[config.mk]
export PLATFORM = sky130hd
export DESIGN_NAME = iterative_deepening_path_search_unit
export DESIGN_NICKNAME = d
export VERILOG_FILES = /design/src/rtl/idps_pkg.sv /design/src/rtl/idps_ram.sv /design/src/rtl/iterative_deepening_path_search_unit.sv
export SDC_FILE = /design/constraint.sdc
export NUM_CORES = 1
export LEC_CHECK = 0
export BUFFER_PORTS_ARGS = -buffer_cell sky130_fd_sc_hd__buf_2
export CORE_UTILIZATION = 40
export CTS_BUF_LIST = sky130_fd_sc_hd__clkbuf_16
export DETAILED_ROUTE_END_ITERATION = 8
export PLACE_DENSITY = 0.58
export SLEW_MARGIN = 20
export SYNTH_ARGS = -nofsm -noshare
export SYNTH_HDL_FRONTEND = slang
export SYNTH_SLANG_ARGS = --single-unit
export TNS_END_PERCENT = 100
[constraint.sdc]
create_clock -name clk -period 5.4 [get_ports clk]
set_input_delay 0.27 -clock clk [delete_from_list [all_inputs] [get_ports clk]]
set_output_delay 0.27 -clock clk [all_outputs]
set_load 0.02 [all_outputs]
[src/rtl/idps_pkg.sv]
package idps_pkg;
  localparam int MAX_NODES = 16;
  localparam int IDX_W = $clog2(MAX_NODES);
  localparam int ID_W = 5;
  localparam int CNT_W = 5;
  localparam int DIST_W = 4;
  localparam logic [CNT_W-1:0] MAX_N = CNT_W'(MAX_NODES);
  localparam logic MODE_WRITE = 1'b0;
  localparam logic MODE_QUERY = 1'b1;
endpackage

[src/rtl/idps_ram.sv]
module idps_ram #(
  parameter int WIDTH = 16,
  parameter int DEPTH = 16
) (
  input  logic                     clk,
  input  logic                     we,
  input  logic [$clog2(DEPTH)-1:0] waddr,
  input  logic [WIDTH-1:0]         wdata,
  input  logic [$clog2(DEPTH)-1:0] raddr,
  output logic [WIDTH-1:0]         rdata
);
  logic [WIDTH-1:0] mem [DEPTH];

  always_ff @(posedge clk) begin
    if (we) begin
      mem[waddr] <= wdata;
    end
    rdata <= mem[raddr];
  end
endmodule

[src/rtl/iterative_deepening_path_search_unit.sv]
// edge write: the row is read, then written back with the edge bit; no result
// query: distance sweep over adjacency rows, level by level out from the goal node,
// then a walk from the source node that emits one path node per step
// one transaction in work at a time: in_tready is high only in the idle state
// reset (rst_n low, synchronous): all edges cleared via row valid flags, node_count = 16
module iterative_deepening_path_search_unit (
  input  logic        clk,
  input  logic        rst_n,
  input  logic        cfg_valid,
  output logic        cfg_ready,
  input  logic [4:0]  cfg_data,
  input  logic        in_tvalid,
  output logic        in_tready,
  input  logic [15:0] in_tdata,   // from_node[4:0], to_node[9:5], edge_present[10]
  input  logic        in_tuser,   // mode
  output logic        out_tvalid,
  input  logic        out_tready,
  output logic [7:0]  out_tdata,  // found[0], node_id[5:1]
  output logic        out_tlast   // last
);
  localparam int N = idps_pkg::MAX_NODES;
  localparam int IW = idps_pkg::IDX_W;
  localparam int DW = idps_pkg::DIST_W;
  localparam int CW = idps_pkg::CNT_W;

  localparam logic [3:0] S_IDLE = 4'd0;
  localparam logic [3:0] S_WR_RD = 4'd1;
  localparam logic [3:0] S_WR_UPD = 4'd2;
  localparam logic [3:0] S_LVL = 4'd3;
  localparam logic [3:0] S_BRD = 4'd4;
  localparam logic [3:0] S_BCHK = 4'd5;
  localparam logic [3:0] S_WOUT = 4'd6;
  localparam logic [3:0] S_WRD = 4'd7;
  localparam logic [3:0] S_WSCAN = 4'd8;
  localparam logic [3:0] S_FAIL = 4'd9;

  logic [3:0]    state_r;
  logic [CW-1:0] ncfg_r;
  logic [N-1:0]  rvalid_r;
  logic [IW-1:0] u_r, v_r, src_r;
  logic          wpres_r;
  logic [N-1:0]  seen_r, front_r, next_r;
  logic [DW-1:0] level_r, du_r;
  logic [DW-1:0] dist_r [N];
  logic          ov_r, olast_r, ofound_r;
  logic [4:0]    oid_r;

  logic [N-1:0]  rdata, row, live, nxt_mask;
  logic          we;
  logic [N-1:0]  wdata;
  logic [CW-1:0] n;
  logic [4:0]    fid, tid;
  logic          hit;

  assign fid = in_tdata[4:0];
  assign tid = in_tdata[9:5];
  assign n = (ncfg_r > idps_pkg::MAX_N) ? idps_pkg::MAX_N : ncfg_r;

  always_comb begin
    for (int i = 0; i < N; i++) begin
      live[i] = (CW'(i) < n);
    end
  end

  assign row = rvalid_r[u_r] ? rdata : '0;
  assign nxt_mask = next_r | ((!seen_r[u_r] && ((row & live & front_r) != '0))
                              ? (N'(1) << u_r) : '0);
  assign hit = row[v_r] && seen_r[v_r] && live[v_r] &&
               ((DW+1)'(dist_r[v_r]) + (DW+1)'(1) == (DW+1)'(du_r));

  always_comb begin
    wdata = row;
    wdata[v_r] = wpres_r;
  end
  assign we = (state_r == S_WR_UPD);

  idps_ram #(.WIDTH(N), .DEPTH(N)) u_adj (
    .clk(clk), .we(we), .waddr(u_r), .wdata(wdata), .raddr(u_r), .rdata(rdata)
  );

  assign cfg_ready = 1'b1;
  assign in_tready = (state_r == S_IDLE);
  assign out_tvalid = ov_r;
  assign out_tdata = {2'b00, oid_r, ofound_r};
  assign out_tlast = olast_r;

  always_ff @(posedge clk) begin
    if (!rst_n) begin
      state_r <= S_IDLE;
      ncfg_r <= idps_pkg::MAX_N;
      rvalid_r <= '0;
      ov_r <= 1'b0;
    end else begin
      if (cfg_valid) begin
        ncfg_r <= cfg_data;
      end
      if (ov_r && out_tready) begin
        ov_r <= 1'b0;
      end
      unique case (state_r)
        S_IDLE: begin
          if (in_tvalid) begin
            wpres_r <= in_tdata[10];
            src_r <= IW'(fid - 5'd1);
            if (in_tuser == idps_pkg::MODE_WRITE) begin
              u_r <= IW'(fid - 5'd1);
              v_r <= IW'(tid - 5'd1);
              if (fid >= 5'd1 && fid <= idps_pkg::MAX_N &&
                  tid >= 5'd1 && tid <= idps_pkg::MAX_N) begin
                state_r <= S_WR_RD;
              end
            end else if (fid < 5'd1 || fid > n || tid < 5'd1 || tid > n) begin
              state_r <= S_FAIL;
            end else begin
              seen_r <= N'(1) << IW'(tid - 5'd1);
              front_r <= N'(1) << IW'(tid - 5'd1);
              dist_r[IW'(tid - 5'd1)] <= '0;
              level_r <= '0;
              state_r <= S_LVL;
            end
          end
        end
        S_WR_RD: state_r <= S_WR_UPD;
        S_WR_UPD: begin
          rvalid_r[u_r] <= 1'b1;
          state_r <= S_IDLE;
        end
        S_LVL: begin
          if (seen_r[src_r]) begin
            u_r <= src_r;
            du_r <= dist_r[src_r];
            state_r <= S_WOUT;
          end else if (front_r == '0) begin
            state_r <= S_FAIL;
          end else begin
            level_r <= level_r + DW'(1);
            next_r <= '0;
            u_r <= '0;
            state_r <= S_BRD;
          end
        end
        S_BRD: state_r <= S_BCHK;
        S_BCHK: begin
          if (!seen_r[u_r] && ((row & live & front_r) != '0)) begin
            dist_r[u_r] <= level_r;
          end
          next_r <= nxt_mask;
          if (CW'(u_r) == n - CW'(1)) begin
            seen_r <= seen_r | nxt_mask;
            front_r <= nxt_mask;
            state_r <= S_LVL;
          end else begin
            u_r <= u_r + IW'(1);
            state_r <= S_BRD;
          end
        end
        S_WOUT: begin
          if (!ov_r) begin
            ov_r <= 1'b1;
            ofound_r <= 1'b1;
            oid_r <= 5'(u_r) + 5'd1;
            olast_r <= (du_r == '0);
            state_r <= (du_r == '0) ? S_IDLE : S_WRD;
          end
        end
        S_WRD: begin
          v_r <= '0;
          state_r <= S_WSCAN;
        end
        S_WSCAN: begin
          if (hit) begin
            u_r <= v_r;
            du_r <= dist_r[v_r];
            state_r <= S_WOUT;
          end else if (CW'(v_r) == n - CW'(1)) begin
            u_r <= '0;
            du_r <= '0;
            state_r <= S_WOUT;
          end else begin
            v_r <= v_r + IW'(1);
          end
        end
        S_FAIL: begin
          if (!ov_r) begin
            ov_r <= 1'b1;
            ofound_r <= 1'b0;
            oid_r <= '0;
            olast_r <= 1'b1;
            state_r <= S_IDLE;
          end
        end
        default: state_r <= S_IDLE;
      endcase
    end
  end
endmodule

## Word-level counts from Yosys, hierarchy flattened

Memory sizes are Yosys's and may differ from the RTL's. A register that Yosys moved wholly into a read port is not among the register bits.
Index checks and enable logic that the tools add are counted.

- Add/sub/neg operators: 8
- Muxes and demuxes: 93
- Bitwise operators: 5
- Shifts and indexed selects: 2
- Equal/unequal tests: 28
- Reductions and logical operators: 36
- Order comparisons: 30

Operators by type and width:

| operator | number |
|---|---|
| $mux 16 | 9 |
| $mux 4 | 32 |
| $pmux 16 s2 | 3 |
| $or 16x16->16 | 3 |
| $lt 4x5->1 const A | 8 |
| $pmux 4 s9 | 1 |
| $and 16x16->16 | 2 |
| $shl 1x4->16 const A | 2 |
| $mux 1 | 27 |
| $bmux 1 s4 | 6 |
| $ne 2x2->1 const B | 12 |
| $lt 3x5->1 const A | 4 |
| $bwmux 16 | 1 |
| $eq 4x3->1 const B | 4 |
| $logic_not 16->1 | 1 |
| $pmux 4 s2 | 2 |
| $pmux 4 s4 | 1 |
| $reduce_bool 16->1 | 1 |
| $lt 4x5->1 const B | 3 |
| $mux 5 | 3 |
| $reduce_and 7->1 | 2 |
| $add 4x1->4 const B | 3 |
| $pmux 4 s3 | 1 |
| $reduce_and 4->1 | 3 |
| 35 further kinds | 68 |

- Output and inout port bits: 12
- Flip-flop bits (word level): 102
- Word-level logic and storage cells: 220
- Memories: 2
- Input bits: 27
- RAM bits: 320

Memories:

| memory | words | width | read ports | clocked after Yosys merged registers in | write ports | RTL line | text |
|---|---|---|---|---|---|---|---|
| u_adj.mem | 16 | 16 | 1 | 1 | 1 | idps_ram.sv:12 | `logic [WIDTH-1:0] mem [DEPTH];` |
| dist_r | 16 | 4 | 2 | 2 | 1 | iterative_deepening_path_search_unit.sv:44 | `logic [DW-1:0] dist_r [N];` |

## Logic depth before layout (Yosys ltp)

Gate-level depths: netlist of the first run.

- Depth after elaboration: 13
- Depth in mapped cells: 15
- Depth with buffers taken out: 12

## Modules after synthesis

From an unflattened synthesis of the first run, not the netlist that was laid out.

- Cell total of the unflattened synthesis: 1367
- Area total of the unflattened synthesis: 20334.5 sq um

By module, submodules not included:

| module | seq. area each (sq um) | area an instance (sq um) | cells each | instances |
|---|---|---|---|---|
| iterative_deepening_path_search_unit | 4884.7 | 10291.1 | 935 | 1 |
| idps_ram | 8007.7 | 10043.4 | 432 | 1 |

## Least setup slack after synthesis of the first run

Ideal clock, no wire load.

- Kind: register to register
- Start: reg ncfg_r[2]
- End: reg front_r[0], enable pin
- Cell stages (with the launch flop): 11
- Slack: 0.237 ns
- Data required time: 4.930 ns
- Arrival: 4.693 ns
- Period minus slack after synthesis: 5.163 ns
- Cell sequence: dfxtp_1 -> clkbuf_1 -> clkbuf_1 -> nand2_1 -> ha_1 -> o21a_1 -> o21ai_0 -> a21oi_1 -> nor4_1 -> nand4_1 -> a21boi_0

- Word-level cells in the longest chain between the ends: 8
- Elaborated cells on any way between the ends: 12
- Classes of those cells: add/sub: 1; order compare: 3; eq/ne: 3; mux: 1; reduce/logical: 4

Ends and longest elaborated chain:

| what | RTL line | text |
|---|---|---|
| start: declaration | iterative_deepening_path_search_unit.sv:38 | `logic [CW-1:0] ncfg_r;` |
| start signal: assignment | iterative_deepening_path_search_unit.sv:90 | `ncfg_r <= idps_pkg::MAX_N;` |
| start signal: assignment | iterative_deepening_path_search_unit.sv:95 | `ncfg_r <= cfg_data;` |
| $gt 5x5->1 | iterative_deepening_path_search_unit.sv:57 | `assign n = (ncfg_r > idps_pkg::MAX_N) ? idps_pkg::MAX_N : ncfg_r;` |
| $mux 5 (*) | iterative_deepening_path_search_unit.sv:57 |  |
| parallel branches: the longest is 5 deep, another holds $sub 5x1->5 | - |  |
| $reduce_and 6->1 (no source line) (*) | - |  |
| end signal: assignment | iterative_deepening_path_search_unit.sv:116 | `front_r <= N'(1) << IW'(tid - 5'd1);` |
| end signal: assignment | iterative_deepening_path_search_unit.sv:150 | `front_r <= nxt_mask;` |
| end: declaration | iterative_deepening_path_search_unit.sv:42 | `logic [N-1:0] seen_r, front_r, next_r;` |

Every way passes the cells marked *.
A chain may end at the register's enable or synchronous reset.

==> results.json, run 1 <==
{
  "power_frac_seq": 0.451,
  "numCtsBuffers": 47,
  "clk_path_buf_depth": 3,
  "ir_drop_mv": 0.278,
  "boundaryPins": 39,
  "drtAntennaViolNets": 0,
  "wirelength_mm": 51.6,
  "power.internal_mw": 6.88,
  "critPathCaptureType": "flop",
  "status": "complete, no violations",
  "hold_class": "primary input to flop",
  "via_count": 12026,
  "yosysTopAreaCellShare": 0.591,
  "layout.nets": 1380,
  "die_h_microns": 226,
  "synthTopCellsByArea": "edfxtp_1 (59%), mux4_2 (15%), dfxtp_1 (5.0%), ha_1 (2.0%), nand2_1 (1.7%)",
  "drive_gt1_frac": 0.237,
  "synth-main-ff-cell": "edfxtp_1",
  "grt_max_degree": 41,
  "antenna_cells": 0,
  "postLayoutCellArea_sq_um": 22900,
  "rsz0062_at_grt": "no",
  "fp-row-count": 81,
  "core-area_sq_um": 49300,
  "first_iter_violations": 1277,
  "pre_cts_slack_ns": 0.907,
  "port-buffer-count": 30,
  "post-dp-hpwl_mm": 33.5,
  "grt_pass1_vias": 11897,
  "max-cap-violations": 0,
  "cts_resized": 0,
  "yosys_warnings": 0,
  "ctsHtreeMaxLevel": 2,
  "fin_crit_sh": 0.824,
  "synth_area_per_cell_sq_um": 15.9,
  "hold_depth": 3,
  "vias_per_cell": 5.94,
  "p_sw_frac": 0.288,
  "synth_edf_count": 396,
  "ys_types": 71,
  "netlist_instances": 1268,
  "first_pass_iters": 6,
  "finalHoldViolCount": 0,
  "cts_root_buffer": "clkbuf_16",
  "ys_ff_latch": 446,
  "r2r.worst_path.cells": 12,
  "cts_tree": "yes",
  "cp.arrival_ns": 4.69,
  "groute.usage.overall": 0.207,
  "clk_pin_slew_worst_paths_ns": 0.07,
  "synthToLayoutAreaGrowth_pct": 13.7,
  "crit_required_ns": 5.64,
  "tightest_slew_ns": 1.08,
  "overflow": 0,
  "critPathMaxFanout": 8,
  "insertion_delay_ns": 0.59,
  "skew_ns": 0.0244,
  "final_cell_mix": "edfxtp_1 (396), mux4_2 (135), nand2_1 (92)",
  "fp.dieW_microns": 226,
  "crit_path_start_kind": "flop",
  "synth-seq-area-share": 0.641,
  "yosysTopAreaCell": "edfxtp_1",
  "cts_sinks": 446,
  "holdBufCountCts": 5,
  "relSlewSlack": 0.276,
  "crit_type": "flop to flop",
  "p_leak_nw": 7.92,
  "start_util": 0.408,
  "fin_total_pwr_mw": 9.67,
  "setup_viol": 0,
  "postCtsSetupBuffers": 0,
  "fin_tns_setup_ns": 0,
  "antenna_found_initial": 0,
  "syn-cell-area_sq_um": 20100,
  "routedWlPerCell_microns": 25.5,
  "timing.fmax_ghz": 0.225,
  "die_area_sq_um": 51200,
  "post-route-util": 0.464,
  "fillers": 4291,
  "async_flop_share": 0,
  "grt_pass1_wl_mm": 77.1,
  "finalWeightedCongestion": 0.890,
  "clkPwrFrac": 0.349,
  "slew_violations": 0,
  "fin_crit_ns": 4.45,
  "share_comb_of_total_power": 0.201,
  "setup_slack_ns": 0.948,
  "netSwitchingPower_mw": 2.78,
  "final_common_cell": "edfxtp_1",
  "drc_errors": 0,
  "dpl_cell_area_sq_um": 21100,
  "powerDensity_nw_per_um2": 423
}
## path summary, 6_finish.rpt
kind | slack [ns] | to | from
hold / removal | 0.03 | ncfg_r[0] | cfg_data[0]
setup / recovery | 0.95 | du_r[0] | flop
hold reg to reg | 0.46 | rvalid_r[9] | rvalid_r[9]
setup reg to reg | 0.95 | du_r[0] | flop
## area by class of cell
class | instances | area, sq um | share of cell area
Sequential cell | 446 | 12900 | 0.564
Timing Repair Buffer | 78 | 523 | 0.0229
Multi-Input combinational cell | 717 | 6910 | 0.302
Clock inverter | 38 | 383 | 0.0167
Clock buffer | 49 | 1230 | 0.0536
Tap cell | 664 | 831 | 0.0363
Inverter | 31 | 116 | 0.00509
## power groups by stage
stage | combinational (mW) | clock [mW] | sequential (mW)
2_1_floorplan | 1.51 | 0 | 4.19
3_3_place_gp | 1.90 | 0 | 4.42
3_5_place_dp | 1.91 | 0 | 4.42
4_1_cts | 1.92 | 3.42 | 4.35
5_1_grt | 2.10 | 3.57 | 4.38
6_report | 1.94 | 3.37 | 4.36
## through the flow
stage,instances,hold slack [ns]
final,2023,0.0336
after global routing,2023,0.0175
after CTS,2021,0.00466
after detailed placement,1929,0.448
after global placement,1928,0.442
after floorplan,1269,0.361
## synthesized netlist by cell type, drive strengths merged, types with 19 or more instances
| library cell | count |
|---|---|
| a31oi | 26 |
| dfxtp | 50 |
| mux4 | 135 |
| a21oi | 21 |
| edfxtp | 396 |
| o21a | 24 |
| nand2 | 92 |
| ha | 32 |
| inv | 27 |
| clkbuf | 48 |
| nand3 | 19 |
| mux2i | 19 |
| nor3 | 21 |
| o21ai | 19 |
| nor2 | 82 |
| o22ai | 42 |
| buf | 27 |
## cells by family after synthesis
group,after synthesis,share of synthesized area
buf+inv,106,0.0229
simple gates,289,0.0678
xor+xnor,25,0.0109
flops,446,0.641
fa+ha+maj,32,0.0199
mux,158,0.163
compound gates,210,0.0745
other cells,2,0.000373
## flip-flops by register name, summed over array words and instances, names as in the netlist, 4 cells and up, named ones only
register	cells
rvalid_r	16
front_r	16
src_r	4
u_adj.rdata	16
next_r	16
state_r	4
u_adj.mem	256
level_r	4
v_r	4
du_r	4
seen_r	16
u_r	4
oid_r	5
ncfg_r	5
dist_r	64
## critical path, stage by stage (launching register included)
cell and delay [ns]:
dfxtp_1 0.66, mux4_2 0.60, a2bb2oi_1 0.17, o2bb2a_1 0.32, inv_1 0.06, ha_1 0.30
xor2_1 0.20, a41oi_1 0.18, nand4_1 0.11, nor4_1 0.59, nand3_2 0.15, and3_1 0.25
nor3b_1 0.52
## layer usage
| layer | share of wire | wire length [microns] | global-route usage |
|---|---|---|---|
| met3 | 0.063 | 3270 | 0.0293 |
| met2 | 0.46 | 23800 | 0.321 |
| met1 | 0.45 | 23000 | 0.301 |
| met5 | 0 | 0 | 0 |
| met4 | 0.030 | 1570 | 0.0673 |
No activity file was read; power rests on OpenSTA's default activity.
==> run 2, diff against run 1 <==
--- a/config.mk
+++ b/config.mk
@@ -9,7 +9,7 @@
 export CORE_UTILIZATION = 40
 export CTS_BUF_LIST = sky130_fd_sc_hd__clkbuf_16
 export DETAILED_ROUTE_END_ITERATION = 8
-export PLACE_DENSITY = 0.58
+export PLACE_DENSITY = 0.56
 export SLEW_MARGIN = 20
 export SYNTH_ARGS = -nofsm -noshare
 export SYNTH_HDL_FRONTEND = slang
==> constraint.sdc (replaced) <==
create_clock -name clk -period 4.25 [get_ports clk]
set_input_delay 0.2125 -clock clk [delete_from_list [all_inputs] [get_ports clk]]
set_output_delay 0.2125 -clock clk [all_outputs]
set_load 0.02 [all_outputs]
==> run 2 against run 1 <==
Against the previous run:
- power is 26% higher
- clock power is 21% higher
- non-clock buffer count is 36 higher
- global-route usage is 0.45 points higher
- clock-buffer cell count is 1 higher
- sequential power is 26% higher
- register-to-register slack worse by 0.76 ns
- routed wire length is 2.4% higher
- final cell count is 2.0% higher
==> results.json, run 2 (synthesis results as in run 1) <==
{
  "wirelength_mm": 52.9,
  "fin_crit_sh": 0.956,
  "core-area_sq_um": 49300,
  "post-dp-hpwl_mm": 34.3,
  "start_util": 0.408,
  "seq_area_sq_um": 12900,
  "fin_crit_ns": 4.06,
  "reg_top3": "u_adj.mem (256), dist_r (64)",
  "numCtsBuffers": 49,
  "largest_reg_flops": 256,
  "clk_path_buf_depth": 3,
  "finalHoldViolCount": 0,
  "cts_tree": "yes",
  "crit_path_start_kind": "flop",
  "postCtsSetupBuffers": 0,
  "top_register": "u_adj.mem",
  "vias_per_cell": 5.81,
  "ctsHtreeMaxLevel": 2,
  "multi_input_area_sq_um": 6870,
  "grt_max_degree": 43,
  "rsz0062_at_grt": "no",
  "grt_pass1_wl_mm": 78.1,
  "layout.nets": 1418,
  "drive_gt1_frac": 0.247,
  "antenna_found_initial": 1,
  "first_iter_violations": 1316,
  "cts_resized": 0,
  "routedWlPerCell_microns": 25.6,
  "status": "complete, no violations",
  "ir_drop_mv": 0.329,
  "slew_violations": 0,
  "skew_ns": 0.0167,
  "holdBufCountCts": 15,
  "powerDensity_nw_per_um2": 527,
  "clk_pin_slew_worst_paths_ns": 0.06,
  "grt_pass1_vias": 11920,
  "final_common_cell": "edfxtp_1",
  "drc_errors": 0,
  "synthToLayoutAreaGrowth_pct": 14.8,
  "port-buffer-count": 30,
  "finalWeightedCongestion": 0.917,
  "groute.usage.overall": 0.212,
  "p_leak_nw": 8.05,
  "cp.arrival_ns": 4.31,
  "critPathMaxFanout": 6,
  "drtAntennaViolNets": 0,
  "relSlewSlack": 0.263,
  "insertion_delay_ns": 0.59,
  "fillers": 4298,
  "max-cap-violations": 0,
  "fin_tns_setup_ns": 0,
  "setup_viol": 0,
  "tightest_slew_ns": 1.11,
  "boundaryPins": 39,
  "fp-row-count": 81,
  "first_pass_iters": 7,
  "crit_type": "flop to flop",
  "fin_hold_ws_ns": 0.0414,
  "fp.dieW_microns": 226,
  "final_cell_mix": "edfxtp_1 (396), mux4_2 (135), nand2_1 (92)",
  "cts_sinks": 446,
  "via_count": 11983,
  "overflow": 0,
  "hold_class": "primary input to flop",
  "die_h_microns": 226,
  "cts_root_buffer": "clkbuf_16",
  "die_area_sq_um": 51200,
  "crit_required_ns": 4.50,
  "timing.fmax_ghz": 0.246,
  "antenna_cells": 0,
  "critPathCaptureType": "flop"
}
## run 2: cell types whose count changed in the layout (fill, tap and decap cells not counted), sizes merged
cell         change
buf             +26
bufinv           -5
clkbuf           +1
clkinv           +5
clkinvlp         +2
dlygate4sd3     +10
inv              +1
## run 2: per-layer routing
metal	global-route usage	share of wire	vias to the layer above
li1	-	-	5276
met5	0	0.00017	-
met2	0.335	0.48	468
met1	0.294	0.43	6160
met3	0.0390	0.069	77
met4	0.0715	0.026	2
## run 2: path summary, 6_finish.rpt
check                endpoint  cells past startpoint         from  slack [ns]
hold / removal      ncfg_r[2]                      3    cfg_valid        0.04
setup reg to reg       u_r[2]                     13         flop        0.19
hold reg to reg   rvalid_r[3]                      1  rvalid_r[3]        0.46
setup / recovery       u_r[2]                     13         flop        0.19
## run 2: layout make-up
class / instances / area share
Tap cell: 664 / 0.0360
Clock inverter: 41 / 0.0128
Clock buffer: 50 / 0.0542
Sequential cell: 446 / 0.558
Timing Repair Buffer: 114 / 0.0365
Multi-Input combinational cell: 717 / 0.297
Inverter: 31 / 0.00504
## run 2: power by group
group          switching [mW]  internal, mW  total (mW)
Sequential              0.391          5.11        5.50
Combinational            1.47          1.13        2.60
Clock                    1.75          2.32        4.08
## run 2: critical path, stage by stage (launching register included)
cell and delay [ns]:
dfxtp_1 0.56, buf_4 0.21, mux4_2 0.51, a32oi_1 0.38
nand2_1 0.10, ha_1 0.31, xor2_1 0.21, a41oi_1 0.20
nand4_1 0.12, nor4_1 0.28, buf_4 0.19, nand3_2 0.07
and3_1 0.23, nor2_1 0.34
## run 2: per-stage QoR
step / area (sq um) / cells / setup WS (ns) / power [mW] / utilization
after floorplan: 20100 / 1269 / 0.536 / 7.23 / -
after global placement: 21300 / 1954 / 0.292 / 8.12 / 0.433
after detailed placement: 21300 / 1956 / 0.273 / 8.14 / 0.433
after CTS: 23000 / 2062 / 0.256 / 12.2 / 0.468
after global routing: 23100 / 2063 / 0.0493 / 12.7 / 0.469
final: 23100 / 2063 / 0.185 / 12.2 / 0.469
